$ cat src/hw/rtl/mpfb_pkg.sv
// Shared types, codes and constants of the max pooling forward/backward unit.
`timescale 1ns / 1ps
`default_nettype none
package mpfb_pkg;

    localparam int ACTION_W  = 2;
    localparam int SAMPLE_W  = 16;
    localparam int KIND_W    = 2;
    localparam int VALUE_W   = 24;
    localparam int POS_W     = 14;
    localparam int ERR_W     = 2;
    localparam int CFG_IDX_W = 3;
    localparam int CFG_VAL_W = 8;
    localparam int WIN_W     = 4;
    localparam int CH_W      = 7;
    localparam int DIM_W     = 8;
    localparam int CHH_W     = CH_W + DIM_W;
    localparam int TOT_W     = CH_W + DIM_W + DIM_W;

    localparam logic [ACTION_W-1:0] ACT_FWD   = 2'd0;
    localparam logic [ACTION_W-1:0] ACT_BWD   = 2'd1;
    localparam logic [ACTION_W-1:0] ACT_DRAIN = 2'd2;
    localparam logic [ACTION_W-1:0] ACT_NONE  = 2'd3;

    localparam logic [KIND_W-1:0] KIND_POOL = 2'd0;
    localparam logic [KIND_W-1:0] KIND_GRAD = 2'd1;
    localparam logic [KIND_W-1:0] KIND_ERR  = 2'd2;

    localparam logic [ERR_W-1:0] ERR_NONE   = 2'd0;
    localparam logic [ERR_W-1:0] ERR_SIZE   = 2'd1;
    localparam logic [ERR_W-1:0] ERR_ORDER  = 2'd2;
    localparam logic [ERR_W-1:0] ERR_EXCESS = 2'd3;

    localparam logic [CFG_IDX_W-1:0] REG_WINDOW   = 3'd0;
    localparam logic [CFG_IDX_W-1:0] REG_STRIDE   = 3'd1;
    localparam logic [CFG_IDX_W-1:0] REG_CHANNELS = 3'd2;
    localparam logic [CFG_IDX_W-1:0] REG_HEIGHT   = 3'd3;
    localparam logic [CFG_IDX_W-1:0] REG_WIDTH    = 3'd4;

    localparam logic [WIN_W-1:0] DEF_WINDOW   = 4'd2;
    localparam logic [WIN_W-1:0] DEF_STRIDE   = 4'd2;
    localparam logic [CH_W-1:0]  DEF_CHANNELS = 7'd1;
    localparam logic [DIM_W-1:0] DEF_HEIGHT   = 8'd28;
    localparam logic [DIM_W-1:0] DEF_WIDTH    = 8'd28;

    typedef struct packed {
        logic [ACTION_W-1:0]        action;
        logic signed [SAMPLE_W-1:0] sample;
    } item_t;

    typedef struct packed {
        logic [KIND_W-1:0]         result_kind;
        logic signed [VALUE_W-1:0] result_value;
        logic [POS_W-1:0]          position;
        logic                      last;
        logic [ERR_W-1:0]          error_code;
    } result_t;

    typedef struct packed {
        logic [CFG_IDX_W-1:0] index;
        logic [CFG_VAL_W-1:0] value;
    } cfg_t;

    typedef struct packed {
        logic             load_item;
        logic             clear;
        logic             fwd;
        logic             pool;
        logic             grd_b;
        logic             grd_c;
        logic             drn_a;
        logic             drn_b;
        logic             set_err;
        logic [ERR_W-1:0] err_code;
        logic             emit;
    } ctrl_cmd_t;

    typedef struct packed {
        logic                cfg_written;
        logic [ACTION_W-1:0] action;
        logic                sizes_ok;
        logic                need_restart;
        logic                forward_done;
        logic                hit;
        logic                walk_done;
        logic                clear_done;
        logic                grad_over;
        logic                out_free;
    } dp_status_t;

endpackage
`default_nettype wire

$ cat src/hw/rtl/mpfb_ctrl.sv
// Sequencing state machine of the max pooling forward/backward unit.
`timescale 1ns / 1ps
`default_nettype none
module mpfb_ctrl (
    input  wire logic                clk,
    input  wire logic                rst_n,
    input  wire logic                req_valid,
    output logic                     req_ready,
    input  wire mpfb_pkg::dp_status_t st,
    output mpfb_pkg::ctrl_cmd_t      cmd
);
    typedef enum logic [11:0] {
        S_CLEAR  = 12'b000000000001,
        S_IDLE   = 12'b000000000010,
        S_DECODE = 12'b000000000100,
        S_FWD    = 12'b000000001000,
        S_WALK   = 12'b000000010000,
        S_POOL   = 12'b000000100000,
        S_GRD_A  = 12'b000001000000,
        S_GRD_B  = 12'b000010000000,
        S_GRD_C  = 12'b000100000000,
        S_DRN_A  = 12'b001000000000,
        S_DRN_B  = 12'b010000000000,
        S_EMIT   = 12'b100000000000
    } state_t;

    state_t state_reg, state_next;
    logic   pend_reg, pend_next;

    always_ff @(posedge clk or negedge rst_n)
    begin
        if (!rst_n)
        begin
            state_reg <= S_CLEAR;
            pend_reg  <= 1'b0;
        end
        else
        begin
            state_reg <= state_next;
            pend_reg  <= pend_next;
        end
    end

    assign req_ready = (state_reg == S_IDLE);

    always_comb
    begin
        state_next = state_reg;
        pend_next  = pend_reg;
        cmd        = '0;
        unique case (state_reg)
            S_CLEAR:
            begin
                cmd.clear = 1'b1;
                if (st.clear_done && !st.cfg_written)
                begin
                    state_next = pend_reg ? S_FWD : S_IDLE;
                    pend_next  = 1'b0;
                end
            end
            S_IDLE:
            begin
                cmd.load_item = req_valid;
                if (req_valid)
                begin
                    state_next = S_DECODE;
                end
            end
            S_DECODE:
            begin
                priority if (st.action == mpfb_pkg::ACT_NONE)
                begin
                    state_next = S_IDLE;
                end
                else if (!st.sizes_ok)
                begin
                    cmd.set_err  = 1'b1;
                    cmd.err_code = mpfb_pkg::ERR_SIZE;
                    state_next   = S_EMIT;
                end
                else if (st.action == mpfb_pkg::ACT_FWD)
                begin
                    if (st.need_restart)
                    begin
                        state_next = S_CLEAR;
                        pend_next  = 1'b1;
                    end
                    else
                    begin
                        state_next = S_FWD;
                    end
                end
                else if (!st.forward_done)
                begin
                    cmd.set_err  = 1'b1;
                    cmd.err_code = mpfb_pkg::ERR_ORDER;
                    state_next   = S_EMIT;
                end
                else if (st.action == mpfb_pkg::ACT_BWD)
                begin
                    if (st.grad_over)
                    begin
                        cmd.set_err  = 1'b1;
                        cmd.err_code = mpfb_pkg::ERR_EXCESS;
                        state_next   = S_EMIT;
                    end
                    else
                    begin
                        state_next = S_GRD_A;
                    end
                end
                else
                begin
                    state_next = S_DRN_A;
                end
            end
            S_FWD:
            begin
                cmd.fwd    = 1'b1;
                state_next = st.hit ? S_WALK : S_IDLE;
            end
            S_WALK:
            begin
                if (st.walk_done)
                begin
                    state_next = S_POOL;
                end
            end
            S_POOL:
            begin
                cmd.pool   = 1'b1;
                state_next = S_EMIT;
            end
            S_GRD_A:
            begin
                state_next = S_GRD_B;
            end
            S_GRD_B:
            begin
                cmd.grd_b  = 1'b1;
                state_next = S_GRD_C;
            end
            S_GRD_C:
            begin
                cmd.grd_c  = 1'b1;
                state_next = S_IDLE;
            end
            S_DRN_A:
            begin
                cmd.drn_a  = 1'b1;
                state_next = S_DRN_B;
            end
            S_DRN_B:
            begin
                cmd.drn_b  = 1'b1;
                state_next = S_EMIT;
            end
            S_EMIT:
            begin
                if (st.out_free)
                begin
                    cmd.emit   = 1'b1;
                    state_next = S_IDLE;
                end
            end
            default:
            begin
                state_next = S_CLEAR;
            end
        endcase
        if (st.cfg_written && state_reg != S_CLEAR)
        begin
            state_next = S_CLEAR;
            pend_next  = 1'b0;
        end
        else if (st.cfg_written)
        begin
            pend_next = 1'b0;
        end
    end
endmodule
`default_nettype wire

$ cat config.mk
export PLATFORM = sky130hd
export DESIGN_NAME = mpfb_ctrl
export DESIGN_NICKNAME = d
export VERILOG_FILES = /design/src/hw/rtl/mpfb_pkg.sv /design/src/hw/rtl/mpfb_ctrl.sv
export SDC_FILE = /design/constraint.sdc
export NUM_CORES = 1
export LEC_CHECK = 0
export CAP_MARGIN = 40
export CORE_UTILIZATION = 35
export DETAILED_ROUTE_END_ITERATION = 16
export DONT_BUFFER_PORTS = 1
export PLACE_DENSITY = 0.55
export SLEW_MARGIN = 0
export SYNTH_ARGS = -nofsm -noshare
export SYNTH_HDL_FRONTEND = slang
export SYNTH_SLANG_ARGS = --single-unit
$ cat constraint.sdc
create_clock -name clk -period 3.9 [get_ports clk]
set_clock_uncertainty 0.15 [all_clocks]
set_input_delay 0.78 -clock clk [delete_from_list [all_inputs] [get_ports clk]]
set_output_delay 0.78 -clock clk [all_outputs]
set_load 0.005 [all_outputs]
==> flow_summary.yaml, run 1 <==
power_and_ir_drop:
  switching_share_pct: 32.7
  p_leak_nw: 0.429
  clock_power_share_pct: 27.4
  power_frac_seq_pct: 49.9
  internal_power_mw: 0.208
  power.switching_mw: 0.101
  peakVddDrop_mv: 0.131
  power_frac_comb_pct: 22.7
  power.density_mw_per_mm2: 282
setup_path:
  cpLargestDelayFamily: "simple AND/OR/NAND/NOR gates"
  path_buf_inv: 0
  end_kind: "output pin"
  path_class: "flip-flop to output pin"
  start_kind: "flip-flop"
  critPathLaunch: "state_reg[8]"
  critPathSlowestCell: "or4_4"
  crit_top_cell: "or4_4"
  worstPathMaxFanout: 9
  r2r_start: "state_reg[5]"
  required_ns: 2.97
  path_cells: "or4_4, or4_4, a221oi_1"
  crit_arrival_ns: 2.17
  slowest_delay_ns: 0.58
floorplanning:
  die_x_microns: 57.3
  dieArea_sq_mm: 0.00328
  die_h_microns: 57.3
  boundaryPins: 27
  rows: 19
  start_util_pct: 37.8
  core_sq_mm: 0.00283
cells_and_area:
  fin_area_sq_mm: 0.00110
  fill_cells: 280
  diodes: 0
  largest_reg_flops: 12
  layout-drive-gt1-share_pct: 16.9
  syn_to_final_growth_pct: 2.81
  final_util_pct: 38.8
  final_cell_mix: "nor2_1, dfrtp_1, nor3_1, nand2_1, nand4_1"
  layoutNonFillerInstCount: 149
  nets: 133
cts:
  tritoncts: "built"
  cts_resized: 0
  cts_hold_buffers: 0
  insertion_delay_ns: 0.28
  htreeDepth: 1
  cts_max_path_buffers: 2
  clk_pin_slew_ns: 0.09
  cts_sinks: 13
  numCtsBuffers: 3
  cts-root-buf: "clkbuf_4"
  cts_setup_buffers: 0
detailed_routing:
  via_count: 957
  drtIter0Drc: 34
  drtPass1Iterations: 4
  remaining_drc_errors: 0
  wl_per_cell_microns: 17.9
  avgViaCountPerCell: 6.42
  postRouteAntennaNets: 0
  drt_wl_total_microns: 2670
yosys:
  synth-seq-cells: 13
  synth_nets: 136
  avgSynthCellArea_sq_um: 8.76
  syn_area_sq_mm: 0.00107
  ys_seq_area_share_pct: 30.6
  synth_cells: 122
  synth_cell_types: 43
  yosysWarnings: 0
timing:
  period_share_pct: 79.4
  rsz0062_at_grt: "false"
  fin_crit_ns: 3.10
  final-max-slew-violation-count: 0
  relSlewSlack_pct: 67.7
  timing.fmax_mhz: 323
  fin_tns_setup_ns: 0
  hold_violations: 0
  tightest_slew_ns: 0.481
  setup_viol: 0
run:
  cap_violations: 0
global_route:
  grtUsageTotal_pct: 17.7
  grt_pass1_vias: 878
  antenna_found_initial: 0
  grt_pass1_wl_microns: 4330
  grt_max_degree: 14
  gr-total-overflow: 0
worst_hold_path:
  hold_class: "primary input to asynchronous set/reset pin"
placement:
  port_buffers: 0
  gp_congestion: 0.821
  dp_hpwl_microns: 2110
  dp.cells: 145
  placed_area_sq_mm: 0.00107
outcome:
  outcome: "complete, no violations"
==> kinds of logic after synthesis <==
family          synth area share, %
simple gates                   46.1
compound gates                 14.1
flops                          30.6
buf+inv                        5.85
xor+xnor                       2.46
mux                           0.937
==> power groups by stage <==
stage,Sequential [mW],Clock (mW),Combinational [mW]
5_1_grt,0.156,0.100,0.0781
4_1_cts,0.154,0.0895,0.0701
6_report,0.154,0.0848,0.0701
3_5_place_dp,0.156,0,0.0696
2_1_floorplan,0.144,0,0.0703
3_3_place_gp,0.157,0,0.0703
==> routing by layer <==
metal / share of wire [%] / GRT usage, % / up-vias
met4: 1.4 / 6.27 / 0
li1: - / - / 460
met2: 48 / 27.7 / 24
met3: 5.3 / 2.72 / 5
met1: 45 / 25.0 / 468
met5: 0 / 0 / -
==> area by class of cell <==
cell class | instances | area (sq um) | area share, %
timing repair buffer | 2 | 15.0 | 1.37
clock inverter | 1 | 5.00 | 0.456
sequential | 13 | 327 | 29.7
clock buffer | 3 | 22.5 | 2.05
inverter | 3 | 11.3 | 1.03
multi-input combinational | 96 | 679 | 61.8
tap | 31 | 38.8 | 3.53
==> per-stage QoR <==
step | total power, mW | setup slack [ns] | hold WS (ns)
floorplan | 0.214 | 1.17 | 0.334
global placement | 0.227 | 1.12 | 0.335
detailed placement | 0.226 | 1.11 | 0.335
CTS | 0.313 | 0.788 | 0.0229
global route | 0.334 | 0.702 | 0.00238
finish | 0.309 | 0.802 | 0.0343
==> cells in the mapped netlist, drive strengths merged <==
master	n	area [sq um]
nor3b	3	22.5
nand4	8	56.3
a221oi	3	38.8
dfrtp	12	300
or4	4	41.3
a211oi	2	15.0
or4b	1	13.8
inv	3	11.3
nor3	7	35.0
nand4b	2	17.5
a21o	2	15.0
and2	2	12.5
buf	4	28.8
nor4b	5	43.8
and4	1	8.76
a22oi	2	15.0
or3b	1	8.76
mux2i	1	10.0
nor2b	2	12.5
nand2	7	26.3
o21ai	2	10.0
a221o	1	11.3
nand2b	5	31.3
clkbuf	6	22.5
and3	4	26.3
o311ai	2	17.5
or3	1	6.26
nor2	12	45.0
xor2	3	26.3
a21oi	4	20.0
o21a	1	7.51
nor4	7	80.1
nand3	1	5.00
dfstp	1	26.3
==> worst paths after layout <==
kind,endpoint,slack [ns],depth (start not counted)
setup / recovery,cmd[1],0.80,3
hold / removal,state_reg[3],0.03,0
setup reg to reg,state_reg[6],1.60,4
hold reg to reg,pend_reg,0.43,2
max in group asynchronous,state_reg[0],3.39,0
min in group clk,pend_reg,0.40,1
No activity file was read; power rests on OpenSTA's default activity.
==> run 2: changes to the inputs <==
--- a/config.mk
+++ b/config.mk
@@ -9,7 +9,7 @@
 export CORE_UTILIZATION = 35
 export DETAILED_ROUTE_END_ITERATION = 16
 export DONT_BUFFER_PORTS = 1
-export PLACE_DENSITY = 0.55
+export PLACE_DENSITY = 0.57
 export SLEW_MARGIN = 0
 export SYNTH_ARGS = -nofsm -noshare
 export SYNTH_HDL_FRONTEND = slang
==> constraint.sdc (replaced) <==
create_clock -name clk -period 2.75 [get_ports clk]
set_clock_uncertainty 0.15 [all_clocks]
set_input_delay 0.55 -clock clk [delete_from_list [all_inputs] [get_ports clk]]
set_output_delay 0.55 -clock clk [all_outputs]
set_load 0.005 [all_outputs]
==> run 2 against run 1 <==
Compared with the run above: the flow now finishes with violations (DRC); critical endpoint is now cmd[3]; clock power increased by 40%; register-to-register slack got worse by 1.3 ns; combinational power increased by 93%; final area increased by 15%.
==> flow_summary.yaml, run 2 (synthesis results as in run 1) <==
timing:
  fin_crit_ns: 2.67
  period_share_pct: 97.3
  setup_viol: 0
  rsz0062_at_grt: "false"
  fin_tns_setup_ns: 0
  final-max-slew-violation-count: 0
  relSlewSlack_pct: 58.7
  hold_violations: 0
  timing.fmax_mhz: 374
  tightest_slew_ns: 0.618
setup_path:
  path_buf_inv: 0
  start_kind: "flip-flop"
  end_kind: "output pin"
  crit_top_cell: "or4_4"
  worstPathMaxFanout: 3
  cp.depth: 3
  required_ns: 2.05
  path_class: "flip-flop to output pin"
  reg2reg_depth: 6
  path_cells: "or4_4, or4_4, a221oi_4"
  r2r_slack_ns: 0.31
  slowest_delay_ns: 0.53
  crit_arrival_ns: 1.97
  cpLargestDelayFamily: "simple AND/OR/NAND/NOR gates"
  reg2reg_to: "pend_reg"
  r2r_start: "state_reg[5]"
  critPathSlowestCell: "or4_4"
cells_and_area:
  layout-drive-gt1-share_pct: 29.6
  final_cell_mix: "buf_4, nor2_1, dfrtp_1"
  largest_reg_flops: 12
  final_util_pct: 44.8
  fill_cells: 273
  diodes: 0
  syn_to_final_growth_pct: 18.6
  nets: 150
  final_common_cell: "buf_4"
global_route:
  grtUsageTotal_pct: 18.3
  antenna_found_initial: 0
  grt_pass1_wl_microns: 4440
  grt_max_degree: 14
  grt_pass1_vias: 875
  gr-total-overflow: 0
cts:
  cts_max_path_buffers: 2
  insertion_delay_ns: 0.28
  clk_pin_slew_ns: 0.09
  htreeDepth: 1
  cts-root-buf: "clkbuf_4"
  tritoncts: "built"
  cts_sinks: 13
  numCtsBuffers: 3
power_and_ir_drop:
  peakVddDrop_mv: 0.212
  report.power.total_mw: 0.466
  power.density_mw_per_mm2: 368
  p_leak_nw: 0.518
detailed_routing:
  wl_per_cell_microns: 17.3
  drt_wl_total_microns: 2870
  avgViaCountPerCell: 6.32
  postRouteAntennaNets: 0
  drtIter0Drc: 40
  via_count: 1049
  remaining_drc_errors: 2
  drtPass1Iterations: 10
outcome:
  violations: "DRC"
  outcome: "complete, but fails checks"
run:
  cap_violations: 0
worst_hold_path:
  holdPathStages: 1
  min_to: "pend_reg"
  hold_class: "primary input to flip-flop"
  holdCritStartpoint: "st[10]"
floorplanning:
  die_x_microns: 57.3
  start_util_pct: 37.8
  dieArea_sq_mm: 0.00328
  die_h_microns: 57.3
  core_sq_mm: 0.00283
  boundaryPins: 27
  rows: 19
placement:
  dp_hpwl_microns: 2160
  gp_congestion: 0.807
  port_buffers: 0
-- run 2: layout make-up --
| type | instances | area, sq um | area share [%] |
|---|---|---|---|
| repair buffers | 19 | 145 | 11.5 |
| well taps | 31 | 38.8 | 3.06 |
| clock buffers | 4 | 26.3 | 2.07 |
| inverters | 3 | 11.3 | 0.888 |
| flip-flops and latches | 13 | 329 | 26.0 |
| multi-input cells | 96 | 717 | 56.6 |
-- run 2: how the worst max path moves through the flow --
stage	startpoint	to	slack [ns]
after floorplan	state_reg[8]	cmd[1]	0.25
after global placement	state_reg[4]	cmd[1]	0.26
after detailed placement	state_reg[4]	cmd[1]	0.23
after CTS	state_reg[9]	cmd[3]	0.003
after global routing	state_reg[6]	cmd[3]	0.01
final	state_reg[6]	cmd[3]	0.08
-- run 2: metrics by stage --
stage	area (sq um)	hold WS, ns	setup slack, ns	std cells
2_1_floorplan	1070	0.104	0.255	122
3_3_place_gp	1130	0.105	0.256	153
3_5_place_dp	1130	0.105	0.227	153
4_1_cts	1200	0.166	0.00266	159
5_1_grt	1270	0.152	0.0132	166
6_report	1270	0.166	0.0751	166
-- run 2: routing by layer --
metal,global-route usage [%],share of wire [%]
met1,24.3,41
met2,29.2,48
met3,3.85,9.2
met4,7.32,1.3
met5,0,0
-- run 2: timing repair --
action	4_1_cts	5_1_grt
pin swaps	0	3
gates resized for setup	4	4
hold endpoints to repair	13	0
setup buffers	1	7
setup endpoints to repair	3	4
hold buffers	1	0
-- run 2: worst register-to-register path, stage by stage (launching register included) --
cell and delay (ns):
dfrtp_1 0.38, buf_4 0.14, buf_4 0.16, nor4_4 0.49
nand4_2 0.22, or4b_4 0.58, a221oi_2 0.24
-- run 2: report_power, final --
part	total (mW)	switching, mW	internal, mW
Combinational	0.135	0.0746	0.0603
Sequential	0.211	0.0121	0.199
Clock	0.119	0.0633	0.0562
==> run 3: changes to the inputs <==
--- a/config.mk
+++ b/config.mk
@@ -6,10 +6,11 @@
 export NUM_CORES = 1
 export LEC_CHECK = 0
 export CAP_MARGIN = 40
-export CORE_UTILIZATION = 35
+export CORE_UTILIZATION = 30
+export CTS_BUF_LIST = sky130_fd_sc_hd__clkbuf_8
 export DETAILED_ROUTE_END_ITERATION = 16
 export DONT_BUFFER_PORTS = 1
-export PLACE_DENSITY = 0.57
+export PLACE_DENSITY = 0.51
 export SLEW_MARGIN = 0
 export SYNTH_ARGS = -nofsm -noshare
 export SYNTH_HDL_FRONTEND = slang
==> run 3 against run 2 <==
Compared with the run above: the flow now finishes without violations; largest cell class unchanged; combinational power down 9%; sequential power about the same; wire length is 1.5% lower.
==> flow_summary.yaml, run 3 (synthesis results as in run 1) <==
outcome:
  outcome: "complete, no violations"
detailed_routing:
  postRouteAntennaNets: 0
  drtPass1Iterations: 4
  via_count: 980
  remaining_drc_errors: 0
  drtIter0Drc: 33
  avgViaCountPerCell: 5.66
  wl_per_cell_microns: 16.3
  drt_wl_total_microns: 2820
cells_and_area:
  largest_reg_flops: 12
  syn_to_final_growth_pct: 15.5
  final_common_cell: "nor2_1"
  diodes: 0
  final_cell_mix: "nor2_1, dfrtp_1, buf_4"
  nets: 142
  layoutNonFillerInstCount: 173
  layout-drive-gt1-share_pct: 25.2
timing:
  period_share_pct: 98.5
  hold_violations: 0
  final-max-slew-violation-count: 0
  hold_slack_ns: 0.198
  rsz0062_at_grt: "true"
  setup_viol: 0
  fin_crit_ns: 2.71
  timing.fmax_mhz: 369
  relSlewSlack_pct: 59.4
  tightest_slew_ns: 0.607
  fin_tns_setup_ns: 0
run:
  cap_violations: 0
placement:
  dp_hpwl_microns: 2170
  gp_congestion: 0.788
  dp.cells: 168
  port_buffers: 0
setup_path:
  crit_top_cell: "or4_4"
  critPathSlowestCell: "or4_4"
  path_cells: "or4_4, or4_4, a221oi_4"
  required_ns: 2.05
  path_buf_inv: 0
  path_class: "flip-flop to output pin"
  start_kind: "flip-flop"
  crit_arrival_ns: 2.01
  cpLargestDelayFamily: "simple AND/OR/NAND/NOR gates"
  end_kind: "output pin"
  slowest_delay_ns: 0.54
  worstPathMaxFanout: 7
floorplanning:
  boundaryPins: 27
  die_x_microns: 61.7
  start_util_pct: 31.8
  rows: 21
  core_sq_mm: 0.00336
  dieArea_sq_mm: 0.00380
  die_h_microns: 61.7
cts:
  tritoncts: "built"
  cts_setup_buffers: 0
  htreeDepth: 1
  cts_max_path_buffers: 2
  clk_pin_slew_ns: 0.06
  cts_sinks: 13
  numCtsBuffers: 3
  insertion_delay_ns: 0.25
  cts-root-buf: "clkbuf_8"
global_route:
  grt_max_degree: 14
  antenna_found_initial: 0
  grtUsageTotal_pct: 16.7
  gr-total-overflow: 0
  grt_pass1_wl_microns: 4470
  grt_pass1_vias: 876
power_and_ir_drop:
  peakVddDrop_mv: 0.254
  report.power.total_mw: 0.512
  power.density_mw_per_mm2: 415
  p_leak_nw: 0.485
worst_hold_path:
  hold_class: "primary input to flip-flop"
[run 3: per-layer routing]
metal	global-route usage (%)	wire, microns	part of all wire (%)	vias up
met4	9.52	70	2.5	0
li1	-	-	-	483
met3	3.36	142	5.0	5
met1	23.0	1290	46	469
met5	0	0	0	-
met2	24.3	1320	47	23
[run 3: final timing paths]
path	cells past startpoint	start	slack [ns]	to
worst min-delay path	1	st[10]	0.20	pend_reg
min in group asynchronous	1	rst_n	0.59	state_reg[2]
worst min register to register	2	pend_reg	0.43	state_reg[3]
worst max-delay path	3	state_reg[6]	0.04	cmd[3]
max in group asynchronous	1	rst_n	1.42	state_reg[6]
worst max register to register	5	state_reg[5]	0.40	pend_reg
[run 3: through the flow]
stage                     utilization [%]  cell area, sq um  setup WS (ns)
after global routing                 36.7              1230        -0.0149
after global placement               34.2              1150          0.255
final                                36.7              1230         0.0412
after floorplan                         -              1070          0.255
after CTS                            36.0              1210       -0.00427
after detailed placement             34.2              1150          0.258
[run 3: timing repair]
action | CTS | global route
hold endpoints to repair | 13 | 0
resized for setup | 1 | 5
endpoints found under the setup margin | 3 | 3
hold buffers | 1 | 0
pin swaps | 0 | 2
gates cloned | 0 | 0
[run 3: cell type report]
class,instances,area [sq um]
timing repair buffer,11,85.1
inverter,3,11.3
sequential,13,329
clock buffer,3,41.3
clock inverter,1,3.75
fill,377,2130
tap,46,57.6
multi-input combinational,96,706
[run 3: power by group]
group | leakage, nW | switching (mW) | internal (mW)
registers | 0.174 | 0.0130 | 0.200
clock network | 0.0269 | 0.0780 | 0.0991
logic | 0.284 | 0.0722 | 0.0504
